File: src/hdl/d2i_pkg.sv
// ----------------------------------------------------------------------------
// d2i_pkg
// Shared types and constants for the double to saturating integer converter.
// ----------------------------------------------------------------------------
package d2i_pkg;

    localparam int unsigned WORD_W = 64;
    localparam int unsigned WBITS_W = 7;
    localparam int unsigned CFG_IDX_W = 2;
    localparam int unsigned EXP_W = 11;
    localparam int unsigned FRAC_W = 52;
    localparam int unsigned MANT_W = 53;
    localparam int unsigned VAL_W = 67;

    localparam logic [CFG_IDX_W-1:0] CFG_WORD_BITS = 2'd0;
    localparam logic [CFG_IDX_W-1:0] CFG_SIGNED_MODE = 2'd1;
    localparam logic [CFG_IDX_W-1:0] CFG_INT_OFFSET = 2'd2;

    localparam logic [EXP_W-1:0] EXP_ALL_ONES = 11'h7ff;
    localparam logic [WORD_W-1:0] ALL_ONES = 64'hffffffffffffffff;

    typedef struct packed {
        logic [WBITS_W-1:0] word_bits;
        logic               signed_mode;
        logic [WORD_W-1:0]  int_offset;
    } t_cfg;

    // stage 1 to stage 2
    typedef struct packed {
        logic              is_nan;
        logic              huge;
        logic              neg;
        logic [WORD_W:0]   mag;
        logic              last;
    } t_rnd;

    // stage 2 to stage 3
    typedef struct packed {
        logic              is_nan;
        logic              huge;
        logic              neg;
        logic [VAL_W-1:0]  diff;
        logic [WORD_W-1:0] maxv;
        logic [WORD_W-1:0] minv;
        logic              sgn;
        logic              last;
    } t_sub;

endpackage

File: src/hdl/d2i_if.sv
// ----------------------------------------------------------------------------
// d2i_in_if / d2i_out_if / d2i_cfg_if
// Valid/ready channels of the converter.
// ----------------------------------------------------------------------------
interface d2i_in_if;
    logic                            valid;
    logic                            ready;
    logic [d2i_pkg::WORD_W-1:0]      double_bits;
    logic                            last_element;
    modport source (output valid, double_bits, last_element, input ready);
    modport sink   (input valid, double_bits, last_element, output ready);
endinterface

interface d2i_out_if;
    logic                            valid;
    logic                            ready;
    logic [d2i_pkg::WORD_W-1:0]      raw_word;
    logic                            last_out;
    modport source (output valid, raw_word, last_out, input ready);
    modport sink   (input valid, raw_word, last_out, output ready);
endinterface

interface d2i_cfg_if;
    logic                            valid;
    logic                            ready;
    logic [d2i_pkg::CFG_IDX_W-1:0]   index;
    logic [d2i_pkg::WORD_W-1:0]      data;
    modport source (output valid, index, data, input ready);
    modport sink   (input valid, index, data, output ready);
endinterface

File: src/hdl/double_to_int_saturating_core.sv
// ----------------------------------------------------------------------------
// double_to_int_saturating_core
// Rounds an IEEE-754 double to an integer (ties away), subtracts an offset
// exactly and saturates into a signed or unsigned word of 1..64 bits.
//
// Channels: in_ch takes double_bits and last_element, out_ch gives raw_word
// and last_out, cfg_ch writes word_bits (0), signed_mode (1), int_offset (2).
// A request is taken when valid and ready are both high.
// The result passes three register stages, round, subtract and clamp; one item
// per cycle is sustained while the receiver does not stall.
// The output stage is a register that holds while the receiver stalls; the
// pipeline advances whenever the last stage is empty or being taken, so a
// stall backs up without loss or repeat.
// Reset empties the pipeline and sets word_bits 32, unsigned, offset 0.
// cfg_ch is always ready; the user makes writes while the block is idle (not enforced).
// ----------------------------------------------------------------------------
module double_to_int_saturating_core (
    input  logic       i_clk,
    input  logic       i_rst_n,
    d2i_in_if.sink     in_ch,
    d2i_out_if.source  out_ch,
    d2i_cfg_if.sink    cfg_ch
);

    d2i_pkg::t_cfg r_cfg;
    d2i_pkg::t_rnd n_rnd;
    d2i_pkg::t_rnd r_rnd;
    d2i_pkg::t_sub n_sub;
    d2i_pkg::t_sub r_sub;
    logic [d2i_pkg::WORD_W-1:0] n_word;
    logic [d2i_pkg::WORD_W-1:0] r_word;
    logic r_last;
    logic r_v1, r_v2, r_v3;
    logic adv;
    logic [d2i_pkg::WBITS_W-1:0] w;
    logic [d2i_pkg::VAL_W-1:0]   val;
    logic [d2i_pkg::VAL_W-1:0]   off;

    assign adv          = !r_v3 || out_ch.ready;
    assign in_ch.ready  = adv;
    assign cfg_ch.ready = 1'b1;
    assign out_ch.valid = r_v3;
    assign out_ch.raw_word = r_word;
    assign out_ch.last_out = r_last;

    d2i_round u_round (
        .i_bits (in_ch.double_bits),
        .i_last (in_ch.last_element),
        .o_rnd  (n_rnd)
    );

    always_comb begin
        w = r_cfg.word_bits;
        if (w == '0) w = 7'd1;
        if (w > 7'd64) w = 7'd64;
        val = {2'b00, r_rnd.mag};
        if (r_rnd.neg) val = ~val + 67'd1;
        off = {{3{r_cfg.signed_mode & r_cfg.int_offset[63]}}, r_cfg.int_offset};
        n_sub.is_nan = r_rnd.is_nan;
        n_sub.huge   = r_rnd.huge;
        n_sub.neg    = r_rnd.neg;
        n_sub.diff   = val - off;
        n_sub.sgn    = r_cfg.signed_mode;
        n_sub.last   = r_rnd.last;
        if (r_cfg.signed_mode) begin
            n_sub.maxv = d2i_pkg::ALL_ONES >> (7'd65 - w);
            n_sub.minv = ~n_sub.maxv;
        end else begin
            n_sub.maxv = d2i_pkg::ALL_ONES >> (7'd64 - w);
            n_sub.minv = '0;
        end
    end

    d2i_clamp u_clamp (
        .i_sub  (r_sub),
        .o_word (n_word)
    );

    always_ff @(posedge i_clk) begin
        if (!i_rst_n) begin
            r_v1 <= 1'b0;
            r_v2 <= 1'b0;
            r_v3 <= 1'b0;
            r_cfg.word_bits   <= 7'd32;
            r_cfg.signed_mode <= 1'b0;
            r_cfg.int_offset  <= '0;
        end else begin
            if (cfg_ch.valid) begin
                case (cfg_ch.index)
                    d2i_pkg::CFG_WORD_BITS:   r_cfg.word_bits <= cfg_ch.data[6:0];
                    d2i_pkg::CFG_SIGNED_MODE: r_cfg.signed_mode <= cfg_ch.data[0];
                    d2i_pkg::CFG_INT_OFFSET:  r_cfg.int_offset <= cfg_ch.data;
                    default: ;
                endcase
            end
            if (adv) begin
                r_v1 <= in_ch.valid;
                r_v2 <= r_v1;
                r_v3 <= r_v2;
            end
        end
    end

    always_ff @(posedge i_clk) begin
        if (adv) begin
            r_rnd  <= n_rnd;
            r_sub  <= n_sub;
            r_word <= n_word;
            r_last <= r_sub.last;
        end
    end

    a_hold: assert property (@(posedge i_clk) disable iff (!i_rst_n)
        r_v3 && !out_ch.ready |=> r_v3 && $stable(r_word))
        else $error("result lost under stall");
    a_ready: assert property (@(posedge i_clk) disable iff (!i_rst_n)
        !r_v3 |-> in_ch.ready)
        else $error("input blocked with empty output");
    a_flow: assert property (@(posedge i_clk) disable iff (!i_rst_n)
        adv && r_v2 |=> r_v3)
        else $error("item dropped in pipeline");

endmodule

File: src/hdl/d2i_round.sv
// ----------------------------------------------------------------------------
// d2i_round
// Decodes the double and rounds its magnitude to an integer, ties away.
// ----------------------------------------------------------------------------
module d2i_round (
    input  logic [d2i_pkg::WORD_W-1:0] i_bits,
    input  logic                       i_last,
    output d2i_pkg::t_rnd              o_rnd
);

    logic [d2i_pkg::EXP_W-1:0]  ex;
    logic [d2i_pkg::FRAC_W-1:0] frac;
    logic [d2i_pkg::MANT_W-1:0] mant;
    logic [d2i_pkg::EXP_W-1:0]  e;
    logic [d2i_pkg::EXP_W-1:0]  k;
    logic [d2i_pkg::EXP_W-1:0]  s;
    logic [d2i_pkg::WORD_W:0]   wide;
    logic [d2i_pkg::MANT_W-1:0] ip;
    logic                       half;

    always_comb begin
        ex   = i_bits[62:52];
        frac = i_bits[51:0];
        mant = {(ex != '0), frac};
        e    = (ex != '0) ? ex : 11'd1;
        k    = e - 11'd1075;
        s    = 11'd1075 - e;
        wide = '0;
        ip   = '0;
        half = 1'b0;
        o_rnd.is_nan = (ex == d2i_pkg::EXP_ALL_ONES) && (frac != '0);
        o_rnd.huge   = (ex == d2i_pkg::EXP_ALL_ONES);
        o_rnd.neg    = i_bits[63];
        o_rnd.last   = i_last;
        if (e >= 11'd1075) begin
            if (k > 11'd12) begin
                o_rnd.huge = 1'b1;
            end else begin
                wide = {12'd0, mant} << k[3:0];
            end
        end else if (s <= 11'd54) begin
            ip   = (s >= 11'd54) ? '0 : (mant >> s[5:0]);
            half = (s == 11'd54) ? 1'b0 : mant[s[5:0] - 6'd1];
            wide = {12'd0, ip} + {64'd0, half};
        end
        o_rnd.mag = wide;
    end

endmodule

File: src/hdl/d2i_clamp.sv
// ----------------------------------------------------------------------------
// d2i_clamp
// Compares the exact difference against the word limits and saturates.
// ----------------------------------------------------------------------------
module d2i_clamp (
    input  d2i_pkg::t_sub               i_sub,
    output logic [d2i_pkg::WORD_W-1:0]  o_word
);

    logic signed [d2i_pkg::VAL_W-1:0] d;
    logic signed [d2i_pkg::VAL_W-1:0] mx;
    logic signed [d2i_pkg::VAL_W-1:0] mn;

    always_comb begin
        d  = i_sub.diff;
        mx = {3'b000, i_sub.maxv};
        mn = i_sub.sgn ? {{3{1'b1}}, i_sub.minv} : '0;
        if (i_sub.is_nan) begin
            o_word = '0;
        end else if (i_sub.huge) begin
            o_word = i_sub.neg ? mn[d2i_pkg::WORD_W-1:0] : i_sub.maxv;
        end else if (d > mx) begin
            o_word = i_sub.maxv;
        end else if (d < mn) begin
            o_word = mn[d2i_pkg::WORD_W-1:0];
        end else begin
            o_word = d[d2i_pkg::WORD_W-1:0];
        end
    end

endmodule
File: src/flat_wrapper.sv
// flat-port wrapper written by rule: the top's interface ports become plain ports
module double_to_int_saturating_core_flat 
  (i_clk, i_rst_n, in_ch_valid, in_ch_double_bits, in_ch_last_element, in_ch_ready, out_ch_valid, out_ch_raw_word, out_ch_last_out, out_ch_ready, cfg_ch_valid, cfg_ch_index, cfg_ch_data, cfg_ch_ready);
  d2i_in_if in_ch_i ();
  d2i_out_if out_ch_i ();
  d2i_cfg_if cfg_ch_i ();
  input  logic i_clk;
  input  logic i_rst_n;
  input wire logic [$bits(in_ch_i.valid)-1:0] in_ch_valid;
  input wire logic [$bits(in_ch_i.double_bits)-1:0] in_ch_double_bits;
  input wire logic [$bits(in_ch_i.last_element)-1:0] in_ch_last_element;
  output wire logic [$bits(in_ch_i.ready)-1:0] in_ch_ready;
  output wire logic [$bits(out_ch_i.valid)-1:0] out_ch_valid;
  output wire logic [$bits(out_ch_i.raw_word)-1:0] out_ch_raw_word;
  output wire logic [$bits(out_ch_i.last_out)-1:0] out_ch_last_out;
  input wire logic [$bits(out_ch_i.ready)-1:0] out_ch_ready;
  input wire logic [$bits(cfg_ch_i.valid)-1:0] cfg_ch_valid;
  input wire logic [$bits(cfg_ch_i.index)-1:0] cfg_ch_index;
  input wire logic [$bits(cfg_ch_i.data)-1:0] cfg_ch_data;
  output wire logic [$bits(cfg_ch_i.ready)-1:0] cfg_ch_ready;
  assign in_ch_i.valid = in_ch_valid;
  assign in_ch_i.double_bits = in_ch_double_bits;
  assign in_ch_i.last_element = in_ch_last_element;
  assign in_ch_ready = in_ch_i.ready;
  assign out_ch_valid = out_ch_i.valid;
  assign out_ch_raw_word = out_ch_i.raw_word;
  assign out_ch_last_out = out_ch_i.last_out;
  assign out_ch_i.ready = out_ch_ready;
  assign cfg_ch_i.valid = cfg_ch_valid;
  assign cfg_ch_i.index = cfg_ch_index;
  assign cfg_ch_i.data = cfg_ch_data;
  assign cfg_ch_ready = cfg_ch_i.ready;
  double_to_int_saturating_core u_core (.i_clk(i_clk), .i_rst_n(i_rst_n), .in_ch(in_ch_i), .out_ch(out_ch_i), .cfg_ch(cfg_ch_i));
endmodule
File: config.mk
export PLATFORM = sky130hd
export DESIGN_NAME = double_to_int_saturating_core_flat
export DESIGN_NICKNAME = d
export VERILOG_FILES = /design/src/hdl/d2i_pkg.sv /design/src/hdl/d2i_if.sv /design/src/hdl/double_to_int_saturating_core.sv /design/src/hdl/d2i_round.sv /design/src/hdl/d2i_clamp.sv /design/src/flat_wrapper.sv
export SDC_FILE = /design/constraint.sdc
export NUM_CORES = 2
export LEC_CHECK = 0
export ABC_CLOCK_PERIOD_IN_PS = 13800
export BUFFER_PORTS_ARGS = -buffer_cell sky130_fd_sc_hd__buf_4
export CORE_ASPECT_RATIO = 2
export CORE_MARGIN = 2
export CORE_UTILIZATION = 32
export DETAILED_ROUTE_END_ITERATION = 12
export MAX_ROUTING_LAYER = met4
export PLACE_DENSITY = 0.53
export SYNTH_ARGS = -nofsm -noshare
export SYNTH_HDL_FRONTEND = slang
export SYNTH_SLANG_ARGS = --single-unit
export TNS_END_PERCENT = 100
File: constraint.sdc
create_clock -name i_clk -period 13.8 [get_ports i_clk]
set_input_delay 1.38 -clock i_clk [delete_from_list [all_inputs] [get_ports i_clk]]
set_output_delay 1.38 -clock i_clk [all_outputs]
set_load 0.01 [all_outputs]
Word level (Yosys, flattened, before mapping)

Index checks and enable logic that the tools add are counted.

Bits in registers: 409
Output and inout bits: 68
Input bits: 136
Word-level logic and storage cells: 77

Equality and inequality tests: 4
Multiplexer cells: 19
Bitwise operators: 3
Shift operators: 4
Reductions and logical operators: 10
Magnitude comparators: 8
$add $sub $neg: 8

Operators with widths:

| kind                                                                              | number |
|---|---|
| 64-bit two-way mux                                                                | 4 |
| 67-bit two-way mux                                                                | 2 |
| 65-bit two-way mux                                                                | 2 |
| 128-bit two-way mux                                                               | 1 |
| 64-bit by 7-bit >> shifter with 64-bit output (first input constant)              | 2 |
| 67-bit by 1-bit adder with 67-bit output (second input constant)                  | 1 |
| 67-bit by 65-bit greater-than comparator with 1-bit output                        | 1 |
| 67-bit < comparator                                                               | 1 |
| 65-bit NOT with 67-bit output                                                     | 1 |
| 67-bit subtractor                                                                 | 1 |
| 53-bit by 4-bit << shifter with 65-bit output                                     | 1 |
| 64-bit NOT                                                                        | 1 |
| 53-bit by 1-bit adder with 54-bit output                                          | 1 |
| 54-bit two-way mux                                                                | 1 |
| 53-bit two-way mux                                                                | 1 |
| 53-bit by 6-bit >> shifter with 53-bit output                                     | 1 |
| 52-bit nonzero test                                                               | 1 |
| 7-bit two-way mux                                                                 | 2 |
| 7-bit subtractor (first input constant)                                           | 2 |
| 11-bit == test (second input constant)                                            | 1 |
| 11-bit by 6-bit == test with 1-bit output (second input constant)                 | 1 |
| 11-bit >= comparator (second input constant)                                      | 1 |
| 11-bit by 6-bit >= comparator with 1-bit output (second input constant)           | 1 |
| 11-bit by 4-bit greater-than comparator with 1-bit output (second input constant) | 1 |
| 19 further kinds                                                                  | 24 |

Longest topological paths before layout

Word-level depth: 10
Mapped depth: 26
Depth with buffers taken out: 26

Cells and area by module

A second synthesis with hierarchy kept.

Cell total of the unflattened synthesis: 4,268
Area total of the unflattened synthesis: 36,228.5 µm²

By module, submodules not included:

| module                        | area an instance (µm²) | cells an instance | instances | sequential area each (µm²) |
|---|---|---|---|---|
| double_to_int_saturating_core | 20,028.0               | 1,819             | 1         | 11,531.1 |
| d2i_round                     | 10,515.1               | 1,580             | 1         | 0.0 |
| d2i_clamp                     | 5,685.5                | 869               | 1         | 0.0 |

Worst setup path after synthesis

Ideal clock, no wire load.

Kind: input -> output
From: input port out_ch_ready
To: output port in_ch_ready
Slack: 2,914 ps
Data required time: 12,420 ps
Arrival time: 9,506 ps
Cell stages on the path: 1
Buffers on the path: 0
Path through: nand2b_1

Longest elaborated chain between the ends: 1

RTL lines:

| element            | RTL line                            | RTL |
|---|---|---|
| start: declaration | flat_wrapper.sv:16                  | `input wire logic [$bits(out_ch_i.ready)-1:0] out_ch_ready;` |
| 1-bit logical OR   | double_to_int_saturating_core.sv:39 | `assign adv = !r_v3 \|\| out_ch.ready;` |
| end: declaration   | flat_wrapper.sv:12                  | `output wire logic [$bits(in_ch_i.ready)-1:0] in_ch_ready;` |

No other way between the ends.

==> qor.yml <==
outcome: "finished clean"
cts_hold_buf: 0
crit_cells: 20
end_kind: "flop"
path_clk_slew_ns: 0.07
rsz0062_at_grt: "false"
max_freq_mhz: 128
cts_inserted_buffers: 38
fin_cells: 5694
required_ns: 14.09
via_count: 34000
cts_tree: "built"
relSlewSlack_pct: 7.05
arrival_ns: 8.12
antenna_left: 0
first_iter_violations: 2520
vias_per_cell: 5.98
endpoint: "u_core.r_rnd[49]"
drive_above_1_share_pct: 10.5
grt_pass1_vias: 34200
cts-root-buf: "clkbuf_16"
crit_fanout: 68
place_inst: 5620
powerDensity_nw_per_um2: 135
synth_top_cell_by_area: "edfxtp_1"
cellLeakagePower_nw: 16.2
ys.flop_type: "edfxtp_1"
htreeDepth: 2
dp_slack_ns: 5.66
yosysTopAreaCellShare_pct: 28.3
start_kind: "input pin"
synth_area_um2: 35400
synth_nets: 4584
final_cell_mix: "494 x nand2_1, 356 x nor2_1, 334 x edfxtp_1, 295 x buf_4, 285 x a21oi_1"
route.detailed.drc: 0
path_buf_inv: 4
yosys.area_share.simple_pct: 18.7
tightest_slew_ns: 1.39
cts_setup_buffers: 0
ir_drop_mv: 0.0860
ios: 204
cts_resized: 0
globalRouteTotalUtil_pct: 30.4
core_area_um2: 110000
reg2regPathDepth: 20
synth.mux.area_fraction_pct: 6.76
worst_path_max_delay_cell: "a221oi_1"
hp-class: "reg2reg"
dp_hpwl_mm: 136
grt_overflow: 0
synth-edff-count: 334
layout_commonest_cell: "nand2_1"
clock_latency_ns: 0.58
skew_ns: 0.0225
start_util_pct: 32.3
clockBufferDepth: 3
regArea_um2: 11500
wire_per_inst_um: 30.0
rrSetupSlack_ns: 6.49
die_h_um: 475
startpoint: "in_ch_double_bits[54]"
synth_cell_types: 98
synth_adder_area_share_pct: 7.58
r2r_end: "u_core.r_sub[196]"
finalSetupViolCount: 0
gp_congestion: 1.13
synth_top_family_by_area: "compound AO/OA/AOI/OAI gates"
io_buffers: 202
synth.area.top_cells: "edfxtp_1 28%, ha_1 7.5%, mux2i_1 5.9%"
crit_family: "simple AND/OR/NAND/NOR gates"
cpPeakStageDelay_ns: 1.07
antenna_found_initial: 5
die_area_um2: 114000
fillerInstances: 11500
die_width_um: 239
syn2layout_area_growth_pct: 12.2
fin_crit_sh_pct: 56.8
nNetsFinal: 4618
syn_inst: 4234
worstSetupPathType: "in2reg"
ys_ff_latch: 409
final_max_slew_viol_count: 0
path_cells: "buf_4 > clkinv_1 > ha_1 > nor4b_2 > buf_4 > nand2_1 > a21oi_4 > buf_4 > mux2i_1 > mux2i_1 > mux4_2 > mux2i_1 > a221oi_1 > ha_1 > ha_1 > and3_1 > nand4_2 > nor4b_2 > xor2_1 > o22ai_1"
synth-compound-area-share_pct: 23.7
setup_slack_ns: 5.97
whs_ns: 0.425
postSynthAreaPerCell_um2: 8.37
synthXorXnorAreaFrac_pct: 4.62
num_rows: 172
grt_pass1_wl_mm: 241
drv_cap: 0
yosys_warnings: 0
postSynth.asyncResetShare_pct: 0
period_needed_ns: 7.83
p_total_mw: 5.38
wl_mm: 171
drt_first_pass_iters: 8
r2r_start: "u_core.r_rnd[9]"
hold_viol_final: 0
ys_seq_area_share_pct: 32.5
grt_max_degree: 81
clock_sinks: 409
multi_input_area_um2: 21900
tns_ns: 0
[per-stage QoR]
step	util [%]	cell area, um^2
2_1_floorplan	-	35400
3_3_place_gp	35.0	38400
3_5_place_dp	35.0	38400
4_1_cts	36.2	39700
5_1_grt	36.2	39800
6_report	36.2	39800
[per-layer routing]
layer / vias to the layer above / wire (um) / part of all wire [%] / global-route usage [%]
met5: - / 0 / 0 / -
met4: 0 / 19300 / 11 / 28.2
met3: 632 / 7870 / 4.6 / 3.87
met2: 1380 / 89700 / 52 / 55.6
met1: 16400 / 54100 / 32 / 26.8
li1: 15700 / - / - / -
[area by class of cell]
type	count	area share [%]
diodes	4	0.0252
clock buffers	48	2.67
clock inverters	22	0.674
inverters	264	2.49
multi-input cells	3260	55.2
flip-flops and latches	409	29.0
well taps	1392	4.38
repair buffers	295	5.57
[cell usage after synthesis, types with 35 or more instances]
cell type    n
nand2_1    494
nor2_1     357
edfxtp_1   334
a21oi_1    286
inv_1      261
clkbuf_1   251
ha_1       213
mux2i_1    209
o21ai_0    177
xnor2_1    134
o31ai_1    103
o22ai_1     83
a21o_1      79
a21boi_0    76
dfxtp_1     75
a221oi_1    74
nand3_1     66
nand4_1     66
nand2b_1    65
nor3_1      64
nor2b_1     62
xor2_1      53
o211ai_1    50
o21a_1      47
nor4_1      41
a211oi_1    38
a31oi_1     35
[worst register-to-register path: stages (launching register included)]
cell and delay, ns:
edfxtp_1 0.45, or4_1 0.62, or3_1 0.39, nor2_1 0.20
nand2_1 0.14, or3_1 0.47, nand2b_1 0.26, or3_1 0.42
or4_1 0.51, or4_1 0.66, o41ai_1 0.37, xnor2_1 0.15
ha_1 0.41, nand3_1 0.21, or2_2 0.35, o211a_1 0.21
nor3_1 0.42, nand3_1 0.18, and2_1 0.20, o41ai_1 0.31
xnor2_1 0.13
[power breakdown]
group	leakage (nW)	total, mW	internal, mW	switching (mW)
registers	4.34	1.86	1.63	0.222
clock network	0.639	1.16	0.661	0.503
logic	11.2	2.36	0.915	1.44
total	16.2	5.38	3.21	2.17
[cells by family after synthesis]
logic type | after synthesis
multiplexers | 225
flip-flops | 409
XOR/XNOR | 187
adder cells (fa/ha/maj) | 214
other | 1
AO/OA/AOI/OAI | 1241
buffers and inverters | 565
AND/OR/NAND/NOR | 1392
[sequential cells by signal, summed over array words and instances, names as in the netlist]
name                    flops
u_core.r_sub              200
u_core.r_rnd               65
u_core.off                 64
u_core.out_ch.raw_word     64
u_core.r_cfg                7
u_core.n_sub                5
u_core.out_ch.last_out      1
u_core.out_ch.valid         1
u_core.r_v1                 1
u_core.r_v2                 1
[worst min-delay path by stage]
stage | depth (start not counted) | end | start
floorplan | 0 | u_core.out_ch.last_out | u_core.r_sub[0]
global placement | 0 | u_core.r_sub[199] | u_core.n_sub[199]
detailed placement | 0 | u_core.r_sub[198] | u_core.n_sub[198]
CTS | 0 | u_core.out_ch.last_out | u_core.r_sub[0]
global route | 0 | u_core.r_sub[199] | u_core.n_sub[199]
finish | 0 | u_core.out_ch.last_out | u_core.r_sub[0]
Note: power is estimated with default switching activity, not from simulation.
